**src/hw/rtl/mrcc_pkg.sv**
```systemverilog
// ----------------------------------------------------------------------------
// mrcc_pkg
// Shared types and constants of the MESI requester cache controller.
// ----------------------------------------------------------------------------
package mrcc_pkg;

  // geometry
  localparam int unsigned LINES      = 16;
  localparam int unsigned MEM_WORDS  = 256;
  localparam int unsigned ADDR_W     = 8;
  localparam int unsigned DATA_W     = 8;
  localparam int unsigned LINE_IDX_W = $clog2(LINES);
  localparam int unsigned MEM_IDX_W  = $clog2(MEM_WORDS);

  // MESI line states
  typedef enum logic [1:0] {
    ST_MODIFIED  = 2'd0,
    ST_EXCLUSIVE = 2'd1,
    ST_SHARED    = 2'd2,
    ST_INVALID   = 2'd3
  } line_state_e;

  // bus broadcast commands
  typedef enum logic [1:0] {
    CMD_NONE  = 2'd0,
    CMD_READ  = 2'd1,
    CMD_WRITE = 2'd2
  } bus_cmd_e;

  // backing memory read request
  typedef struct packed {
    logic                 en;
    logic [MEM_IDX_W-1:0] addr;
  } mem_rd_t;

  // backing memory write request
  typedef struct packed {
    logic                 en;
    logic [MEM_IDX_W-1:0] addr;
    logic [DATA_W-1:0]    data;
  } mem_wr_t;

endpackage

```
**src/hw/rtl/mrcc_if.sv**
```systemverilog
// ----------------------------------------------------------------------------
// mrcc_if
// Valid/ready channels for core requests and controller results.
// ----------------------------------------------------------------------------
interface mrcc_req_if;
  logic                                valid;
  logic                                ready;
  logic                                req_type;
  logic        [mrcc_pkg::ADDR_W-1:0] address;
  logic signed [mrcc_pkg::DATA_W-1:0] write_value;
  logic                                shared_hit;
  logic signed [mrcc_pkg::DATA_W-1:0] shared_value;

  modport source (
    output valid, req_type, address, write_value, shared_hit, shared_value,
    input  ready
  );
  modport sink (
    input  valid, req_type, address, write_value, shared_hit, shared_value,
    output ready
  );
endinterface

interface mrcc_rsp_if;
  logic                                valid;
  logic                                ready;
  logic        [1:0]                   bus_cmd;
  logic        [mrcc_pkg::ADDR_W-1:0] bus_address;
  logic signed [mrcc_pkg::DATA_W-1:0] bcast_data;
  logic signed [mrcc_pkg::DATA_W-1:0] line_data;
  logic        [1:0]                   line_state;
  logic                                wrote_back;

  modport source (
    output valid, bus_cmd, bus_address, bcast_data, line_data, line_state, wrote_back,
    input  ready
  );
  modport sink (
    input  valid, bus_cmd, bus_address, bcast_data, line_data, line_state, wrote_back,
    output ready
  );
endinterface

```
**src/hw/rtl/mrcc_backing_mem.sv**
```systemverilog
// ----------------------------------------------------------------------------
// mrcc_backing_mem
// Backing memory with per-word valid bits (unwritten words read as zero)
// and write-to-read forwarding for a read launched at the write edge.
// ----------------------------------------------------------------------------
module mrcc_backing_mem (
  input  logic                            clk_i,
  input  logic                            rst_ni,
  input  mrcc_pkg::mem_rd_t               rd_i,
  input  mrcc_pkg::mem_wr_t               wr_i,
  output logic [mrcc_pkg::DATA_W-1:0]     fill_o
);

  logic [mrcc_pkg::DATA_W-1:0]    mem_q [mrcc_pkg::MEM_WORDS];
  logic [mrcc_pkg::MEM_WORDS-1:0] vld_q;
  logic [mrcc_pkg::DATA_W-1:0]    rd_data_q;
  logic                           rd_vld_q;
  logic                           fwd_q;
  logic [mrcc_pkg::DATA_W-1:0]    fwd_data_q;

  // storage array, registered read
  always_ff @(posedge clk_i) begin
    if (wr_i.en) begin
      mem_q[wr_i.addr] <= wr_i.data;
    end
    if (rd_i.en) begin
      rd_data_q  <= mem_q[rd_i.addr];
      fwd_data_q <= wr_i.data;
    end
  end

  // word valid bits and read-side control
  always_ff @(posedge clk_i or negedge rst_ni) begin
    if (!rst_ni) begin
      vld_q    <= '0;
      rd_vld_q <= 1'b0;
      fwd_q    <= 1'b0;
    end else begin
      if (wr_i.en) begin
        vld_q[wr_i.addr] <= 1'b1;
      end
      if (rd_i.en) begin
        rd_vld_q <= vld_q[rd_i.addr];
        fwd_q    <= wr_i.en && (wr_i.addr == rd_i.addr);
      end
    end
  end

  // fill byte: forwarded write, stored word, or zero for a never-written word
  always_comb begin
    if (fwd_q) begin
      fill_o = fwd_data_q;
    end else if (rd_vld_q) begin
      fill_o = rd_data_q;
    end else begin
      fill_o = '0;
    end
  end

endmodule

```
**src/hw/rtl/mesi_requester_cache_controller_core.sv**
```systemverilog
// ----------------------------------------------------------------------------
// mesi_requester_cache_controller_core
// Direct-mapped write-back cache with MESI line states, requester side.
// ----------------------------------------------------------------------------
// order: a request passes the request register, then the result register, which
//   a stalled result side holds; the backing memory read is launched at accept
// throughput: one request per cycle while the result side keeps up
// reset: all lines Invalid, backing memory reads as zero through per-word
//   valid bits, so no clearing pass is needed and requests are taken at once
module mesi_requester_cache_controller_core (
  input  logic      clk_i,
  input  logic      rst_ni,
  mrcc_req_if.sink   req_i,
  mrcc_rsp_if.source rsp_o
);

  // request register
  logic                            s1_valid_q;
  logic                            s1_write_q;
  logic [mrcc_pkg::ADDR_W-1:0]     s1_addr_q;
  logic [mrcc_pkg::DATA_W-1:0]     s1_wval_q;
  logic                            s1_shit_q;
  logic [mrcc_pkg::DATA_W-1:0]     s1_sval_q;

  // line arrays
  mrcc_pkg::line_state_e           states_q [mrcc_pkg::LINES];
  logic [mrcc_pkg::ADDR_W-1:0]     tags_q   [mrcc_pkg::LINES];
  logic [mrcc_pkg::DATA_W-1:0]     values_q [mrcc_pkg::LINES];

  // result register
  logic                            out_valid_q;
  mrcc_pkg::bus_cmd_e              out_cmd_q;
  logic [mrcc_pkg::ADDR_W-1:0]     out_baddr_q;
  logic [mrcc_pkg::DATA_W-1:0]     out_bdata_q;
  logic [mrcc_pkg::DATA_W-1:0]     out_ldata_q;
  mrcc_pkg::line_state_e           out_lstate_q;
  logic                            out_wb_q;

  logic                            s1_adv;
  logic                            accept;
  logic [mrcc_pkg::LINE_IDX_W-1:0] idx;
  mrcc_pkg::line_state_e           cur_st;
  logic [mrcc_pkg::ADDR_W-1:0]     cur_tag;
  logic [mrcc_pkg::DATA_W-1:0]     cur_val;
  logic                            holds;
  logic                            evict_dirty;
  logic [mrcc_pkg::DATA_W-1:0]     fill;
  mrcc_pkg::bus_cmd_e              cmd_d;
  logic [mrcc_pkg::ADDR_W-1:0]     baddr_d;
  logic [mrcc_pkg::DATA_W-1:0]     bdata_d;
  logic [mrcc_pkg::DATA_W-1:0]     val_d;
  mrcc_pkg::line_state_e           st_d;
  logic                            wb_d;
  logic                            upd_d;
  mrcc_pkg::mem_rd_t               mem_rd;
  mrcc_pkg::mem_wr_t               mem_wr;

  // handshake
  assign s1_adv      = s1_valid_q && (!out_valid_q || rsp_o.ready);
  assign req_i.ready = !s1_valid_q || s1_adv;
  assign accept      = req_i.valid && req_i.ready;

  always_ff @(posedge clk_i or negedge rst_ni) begin
    if (!rst_ni) begin
      s1_valid_q <= 1'b0;
    end else if (req_i.ready) begin
      s1_valid_q <= req_i.valid;
    end
  end

  always_ff @(posedge clk_i) begin
    if (accept) begin
      s1_write_q <= req_i.req_type;
      s1_addr_q  <= req_i.address;
      s1_wval_q  <= req_i.write_value;
      s1_shit_q  <= req_i.shared_hit;
      s1_sval_q  <= req_i.shared_value;
    end
  end

  // memory read for the fill, launched together with the request capture
  assign mem_rd.en   = accept;
  assign mem_rd.addr = req_i.address[mrcc_pkg::MEM_IDX_W-1:0];

  mrcc_backing_mem u_mem (
    .clk_i  (clk_i),
    .rst_ni (rst_ni),
    .rd_i   (mem_rd),
    .wr_i   (mem_wr),
    .fill_o (fill)
  );

  // line lookup
  assign idx         = s1_addr_q[mrcc_pkg::LINE_IDX_W-1:0];
  assign cur_st      = states_q[idx];
  assign cur_tag     = tags_q[idx];
  assign cur_val     = values_q[idx];
  assign holds       = (cur_st != mrcc_pkg::ST_INVALID) && (cur_tag == s1_addr_q);
  assign evict_dirty = (cur_st == mrcc_pkg::ST_MODIFIED) && (cur_tag != s1_addr_q);

  // request decision
  always_comb begin
    cmd_d   = mrcc_pkg::CMD_NONE;
    baddr_d = '0;
    bdata_d = '0;
    val_d   = cur_val;
    st_d    = cur_st;
    wb_d    = 1'b0;
    upd_d   = 1'b0;
    if (s1_write_q) begin
      cmd_d   = mrcc_pkg::CMD_WRITE;
      baddr_d = s1_addr_q;
      bdata_d = s1_wval_q;
      val_d   = s1_wval_q;
      st_d    = mrcc_pkg::ST_MODIFIED;
      wb_d    = evict_dirty;
      upd_d   = 1'b1;
    end else if (!holds) begin
      cmd_d   = mrcc_pkg::CMD_READ;
      baddr_d = s1_addr_q;
      bdata_d = '1;
      wb_d    = evict_dirty;
      upd_d   = 1'b1;
      if (s1_shit_q) begin
        val_d = s1_sval_q;
        st_d  = mrcc_pkg::ST_SHARED;
      end else begin
        val_d = fill;
        st_d  = mrcc_pkg::ST_EXCLUSIVE;
      end
    end
  end

  // write-back of the evicted modified line
  assign mem_wr.en   = s1_adv && wb_d;
  assign mem_wr.addr = cur_tag[mrcc_pkg::MEM_IDX_W-1:0];
  assign mem_wr.data = cur_val;

  // line state update
  always_ff @(posedge clk_i or negedge rst_ni) begin
    if (!rst_ni) begin
      for (int i = 0; i < mrcc_pkg::LINES; i++) begin
        states_q[i] <= mrcc_pkg::ST_INVALID;
      end
    end else if (s1_adv && upd_d) begin
      states_q[idx] <= st_d;
    end
  end

  // line tag and data update
  always_ff @(posedge clk_i) begin
    if (s1_adv && upd_d) begin
      tags_q[idx]   <= s1_addr_q;
      values_q[idx] <= val_d;
    end
  end

  // result register
  always_ff @(posedge clk_i or negedge rst_ni) begin
    if (!rst_ni) begin
      out_valid_q <= 1'b0;
    end else if (s1_adv) begin
      out_valid_q <= 1'b1;
    end else if (rsp_o.ready) begin
      out_valid_q <= 1'b0;
    end
  end

  always_ff @(posedge clk_i) begin
    if (s1_adv) begin
      out_cmd_q    <= cmd_d;
      out_baddr_q  <= baddr_d;
      out_bdata_q  <= bdata_d;
      out_ldata_q  <= val_d;
      out_lstate_q <= st_d;
      out_wb_q     <= wb_d;
    end
  end

  assign rsp_o.valid       = out_valid_q;
  assign rsp_o.bus_cmd     = out_cmd_q;
  assign rsp_o.bus_address = out_baddr_q;
  assign rsp_o.bcast_data  = out_bdata_q;
  assign rsp_o.line_data   = out_ldata_q;
  assign rsp_o.line_state  = out_lstate_q;
  assign rsp_o.wrote_back  = out_wb_q;

endmodule

```
**src/flat_wrapper.sv**
```systemverilog
// flat-port wrapper written by rule: the top's interface ports become plain ports
module mesi_requester_cache_controller_core_flat 
  (clk_i, rst_ni, req_i_valid, req_i_req_type, req_i_address, req_i_write_value, req_i_shared_hit, req_i_shared_value, req_i_ready, rsp_o_valid, rsp_o_bus_cmd, rsp_o_bus_address, rsp_o_bcast_data, rsp_o_line_data, rsp_o_line_state, rsp_o_wrote_back, rsp_o_ready);
  mrcc_req_if req_i_i ();
  mrcc_rsp_if rsp_o_i ();
  input  logic clk_i;
  input  logic rst_ni;
  input wire logic [$bits(req_i_i.valid)-1:0] req_i_valid;
  input wire logic [$bits(req_i_i.req_type)-1:0] req_i_req_type;
  input wire logic [$bits(req_i_i.address)-1:0] req_i_address;
  input wire logic [$bits(req_i_i.write_value)-1:0] req_i_write_value;
  input wire logic [$bits(req_i_i.shared_hit)-1:0] req_i_shared_hit;
  input wire logic [$bits(req_i_i.shared_value)-1:0] req_i_shared_value;
  output wire logic [$bits(req_i_i.ready)-1:0] req_i_ready;
  output wire logic [$bits(rsp_o_i.valid)-1:0] rsp_o_valid;
  output wire logic [$bits(rsp_o_i.bus_cmd)-1:0] rsp_o_bus_cmd;
  output wire logic [$bits(rsp_o_i.bus_address)-1:0] rsp_o_bus_address;
  output wire logic [$bits(rsp_o_i.bcast_data)-1:0] rsp_o_bcast_data;
  output wire logic [$bits(rsp_o_i.line_data)-1:0] rsp_o_line_data;
  output wire logic [$bits(rsp_o_i.line_state)-1:0] rsp_o_line_state;
  output wire logic [$bits(rsp_o_i.wrote_back)-1:0] rsp_o_wrote_back;
  input wire logic [$bits(rsp_o_i.ready)-1:0] rsp_o_ready;
  assign req_i_i.valid = req_i_valid;
  assign req_i_i.req_type = req_i_req_type;
  assign req_i_i.address = req_i_address;
  assign req_i_i.write_value = req_i_write_value;
  assign req_i_i.shared_hit = req_i_shared_hit;
  assign req_i_i.shared_value = req_i_shared_value;
  assign req_i_ready = req_i_i.ready;
  assign rsp_o_valid = rsp_o_i.valid;
  assign rsp_o_bus_cmd = rsp_o_i.bus_cmd;
  assign rsp_o_bus_address = rsp_o_i.bus_address;
  assign rsp_o_bcast_data = rsp_o_i.bcast_data;
  assign rsp_o_line_data = rsp_o_i.line_data;
  assign rsp_o_line_state = rsp_o_i.line_state;
  assign rsp_o_wrote_back = rsp_o_i.wrote_back;
  assign rsp_o_i.ready = rsp_o_ready;
  mesi_requester_cache_controller_core u_core (.clk_i(clk_i), .rst_ni(rst_ni), .req_i(req_i_i), .rsp_o(rsp_o_i));
endmodule
```
**config.mk**
```make
export PLATFORM = sky130hd
export DESIGN_NAME = mesi_requester_cache_controller_core_flat
export DESIGN_NICKNAME = d
export VERILOG_FILES = /design/src/hw/rtl/mrcc_pkg.sv /design/src/hw/rtl/mrcc_if.sv /design/src/hw/rtl/mrcc_backing_mem.sv /design/src/hw/rtl/mesi_requester_cache_controller_core.sv /design/src/flat_wrapper.sv
export SDC_FILE = /design/constraint.sdc
export NUM_CORES = 2
export LEC_CHECK = 0
export BUFFER_PORTS_ARGS = -buffer_cell sky130_fd_sc_hd__buf_4
export CORE_ASPECT_RATIO = 1.5
export CORE_MARGIN = 10
export CORE_UTILIZATION = 42
export DETAILED_ROUTE_END_ITERATION = 7
export PLACE_DENSITY = 0.57
export RECOVER_POWER = 25
export SYNTH_ARGS = -nofsm -noshare
export SYNTH_HDL_FRONTEND = slang
export SYNTH_SLANG_ARGS = --single-unit
export TNS_END_PERCENT = 1
```
**constraint.sdc**
```tcl
create_clock -name clk_i -period 4.35 [get_ports clk_i]
set_input_delay 0.6525 -clock clk_i [delete_from_list [all_inputs] [get_ports clk_i]]
set_output_delay 0.6525 -clock clk_i [all_outputs]
set_load 0.02 [all_outputs]
```
==> results.json <==
{
  "status": "complete, but fails checks",
  "violations": "max-capacitance violations, max-slew violations",
  "finalCritPeriodShare": 0.949,
  "synthFlopType": "edfxtp_1",
  "rsz0062_at_grt": "false",
  "dp_hpwl_mm": 170,
  "synth_enable_flop_cells": 2375,
  "hp-class": "primary input to flip-flop",
  "layoutNonFillerInstCount": 8689,
  "post_cts_buffers": 0,
  "port_buffers": 60,
  "synth_top_family_by_area": "multiplexers",
  "die_y_um": 630,
  "antenna_found_initial": 13,
  "ioPinCount": 61,
  "p_int_w": 0.0444,
  "clock_skew_ns": 0.0622,
  "p_seq_frac": 0.519,
  "peakVddDrop_v": 0.000413,
  "cts_buffers": 248,
  "syn-cell-area_um2": 104000,
  "clkPwrFrac": 0.378,
  "pwr-share-comb": 0.103,
  "seq_area_frac_synth": 0.756,
  "critPathLaunchType": "flip-flop",
  "dr_wl_met2_mm": 140,
  "dieArea_um2": 269000,
  "hold_viol_final": 0,
  "final_common_cell": "edfxtp_1",
  "cts_sinks": 2671,
  "viasPerCell": 5.74,
  "dp_cells": 8208,
  "p_sw_frac": 0.236,
  "min-delay-start": "rsp_o_ready",
  "first_pass_iters": 5,
  "total_switching_power_w": 0.0137,
  "drive_above_1_share": 0.386,
  "fin_nets": 5246,
  "gp_congestion": 0.827,
  "drtIter0Drc": 4693,
  "crit_fanout": 193,
  "drc": 0,
  "syn_inst": 4620,
  "grt_pass1_vias": 52207,
  "cap_viol_max_count": 6,
  "relSlewSlack": -1.41,
  "yosys.area_share.simple": 0.0372,
  "synth_mux_area_frac": 0.190,
  "yosysWarnings": 0,
  "grt_max_degree": 202,
  "period_needed_ns": 4.13,
  "holdWs_ns": 0.0463,
  "clock_path_buffers": 4,
  "cts-htree-levels": 4,
  "ys_ff_latch": 2671,
  "layout_common_cells": "edfxtp_1, mux4_2, buf_4",
  "syn-num-nets": 4650,
  "tightestPinTransition_ns": 3.62,
  "highest_layer": "met5",
  "post-route-util": 0.490,
  "slew_viol_final": 565,
  "postRouteAntennaNets": 0,
  "avgSynthCellArea_um2": 22.5,
  "leakage_nw": 40.3,
  "met3_length_mm": 13.5,
  "via_count": 49907,
  "power_density_nw_per_um2": 481,
  "wl_met1_mm": 104,
  "cp.arrival_ns": 4.42,
  "cts_tree": "built",
  "finalInstanceArea_um2": 121000,
  "clk_pin_slew_ns": 0.06,
  "overflow": 0,
  "wl_per_cell_um": 30.8,
  "setup_viol": 0,
  "synthAdderAreaFrac": 0,
  "initial_core_util": 0.423,
  "syn2layout_area_growth_pct": 15.9,
  "critical_path_class": "flip-flop to flip-flop",
  "synth_compound_area_frac": 0.00453,
  "max_freq_mhz": 242,
  "core_um2": 246000,
  "final.fill_count": 19786,
  "placed_area_um2": 113000,
  "required_ns": 4.64,
  "routed_wl_mm": 268,
  "grt_pass1_wl_mm": 387,
  "grt.total_usage": 0.197,
  "end_kind": "flip-flop",
  "die_w_um": 427,
  "fin_setup_tns_ns": 0,
  "placement_rows": 223,
  "yosysUniqueCellTypes": 52,
  "insertion_delay_ns": 0.89,
  "clk_root_buffer_cell": "clkbuf_16",
  "synthArstFlopShare": 0.109,
  "synth_xor_area_frac": 0.00118
}
==> sequential cells by signal, indices dropped and copies added, names as in the netlist, named ones only <==
signal                    cells
u_core.rsp_o.bus_address      8
u_core.s1_valid_q             1
u_core.rsp_o.line_data        8
u_core.s1_shit_q              1
u_core.rsp_o.bus_cmd          2
u_core.s1_write_q             1
u_core.values_q             128
u_core.rsp_o.line_state       2
u_core.rsp_o.valid            1
u_core.s1_addr_q              8
u_core.rsp_o.bcast_data       8
u_core.u_mem.fwd_data_q       8
u_core.u_mem.mem_q         2048
u_core.u_mem.rd_data_q        8
u_core.rsp_o.wrote_back       1
u_core.u_mem.rd_vld_q         1
u_core.states_q              32
u_core.u_mem.vld_q          256
u_core.u_mem.fwd_q            1
u_core.tags_q               128
u_core.s1_wval_q              8
u_core.s1_sval_q              8
==> synth_stat cells, types with 11 or more instances <==
| master | n | area, um^2 |
|---|---|---|
| edfxtp_1 | 2375 | 71300 |
| nor2b_1 | 12 | 75.1 |
| mux2_1 | 26 | 293 |
| dfrtp_1 | 260 | 6510 |
| nand3b_1 | 11 | 82.6 |
| nand3_1 | 18 | 90.1 |
| clkbuf_1 | 159 | 597 |
| mux2i_1 | 19 | 190 |
| dfstp_2 | 32 | 841 |
| a22oi_1 | 11 | 82.6 |
| buf_4 | 14 | 105 |
| mux2_2 | 21 | 236 |
| mux4_2 | 845 | 19000 |
| o21bai_1 | 24 | 180 |
| buf_2 | 26 | 130 |
| nor4_4 | 14 | 298 |
| a21oi_1 | 12 | 60.1 |
| nor3_1 | 233 | 1170 |
| or2_2 | 225 | 1410 |
| nand2_1 | 68 | 255 |
| nor2_1 | 55 | 206 |
| buf_1 | 63 | 236 |
==> logic make-up after synthesis <==
group	count (synthesis)
and+or+nand+nor	676
DFF	2671
xor gates and xnor gates	14
buffers and inverters	280
muxes	912
AOI/OAI and AO/OA	67
==> power groups by stage <==
stage	clock, W	sequential, W	combinational (W)
finish	0.0219	0.0301	0.00600
detailed placement	0	0.0306	0.00616
CTS	0.0224	0.0301	0.00619
global placement	0	0.0306	0.00602
floorplan	0	0.0306	0.00342
global route	0.0234	0.0302	0.00636
==> final timing paths <==
check / end / slack (ns) / cells past startpoint
worst max-delay path: u_core.u_mem.mem_q[68][5] / 0.22 / 4
worst min-delay path: u_core.rsp_o.valid / 0.05 / 3
worst max register to register: u_core.u_mem.mem_q[68][5] / 0.22 / 4
worst min register to register: u_core.u_mem.vld_q[126] / 0.46 / 1
max in group asynchronous: u_core.u_mem.vld_q[63] / 0.49 / 3
min in group asynchronous: u_core.u_mem.vld_q[168] / 1.22 / 2
==> repair_timing <==
action / 4_1_cts / 5_1_grt
hold buffers: 20 / 0
gates resized for setup: 0 / 1
hold endpoints to repair: 91 / 0
setup endpoints to repair: 0 / 17
==> layer usage <==
metal	GRT usage	vias to the layer above
li1	-	20537
met3	0.0249	391
met4	0.0663	4
met2	0.345	1552
met1	0.254	27423
met5	0	-
==> metrics by stage <==
step           total power [W]  setup WS, ns
2_1_floorplan           0.0340        -0.142
3_3_place_gp            0.0366         0.235
3_5_place_dp            0.0368         0.219
4_1_cts                 0.0587         0.243
5_1_grt                 0.0599        0.0341
6_report                0.0581         0.223
==> worst max-delay path, stage by stage (launching register included) <==
cell	delay (ns)
dfxtp_1	0.59
clkbuf_2	0.83
mux4_2	0.64
mux4_4	0.72
buf_12	0.23
==> layout make-up <==
cell class	instances	area [um^2]	area share
Sequential cell	2671	78800	0.652
Multi-Input combinational cell	1669	24300	0.201
Clock buffer	328	6860	0.0568
Timing Repair Buffer	614	5350	0.0443
Tap cell	3262	4080	0.0338
Clock inverter	130	1330	0.0110
Inverter	12	45.0	0.000373
Antenna cell	3	7.51	0.0000622
Note: power is estimated with default switching activity, not from simulation.
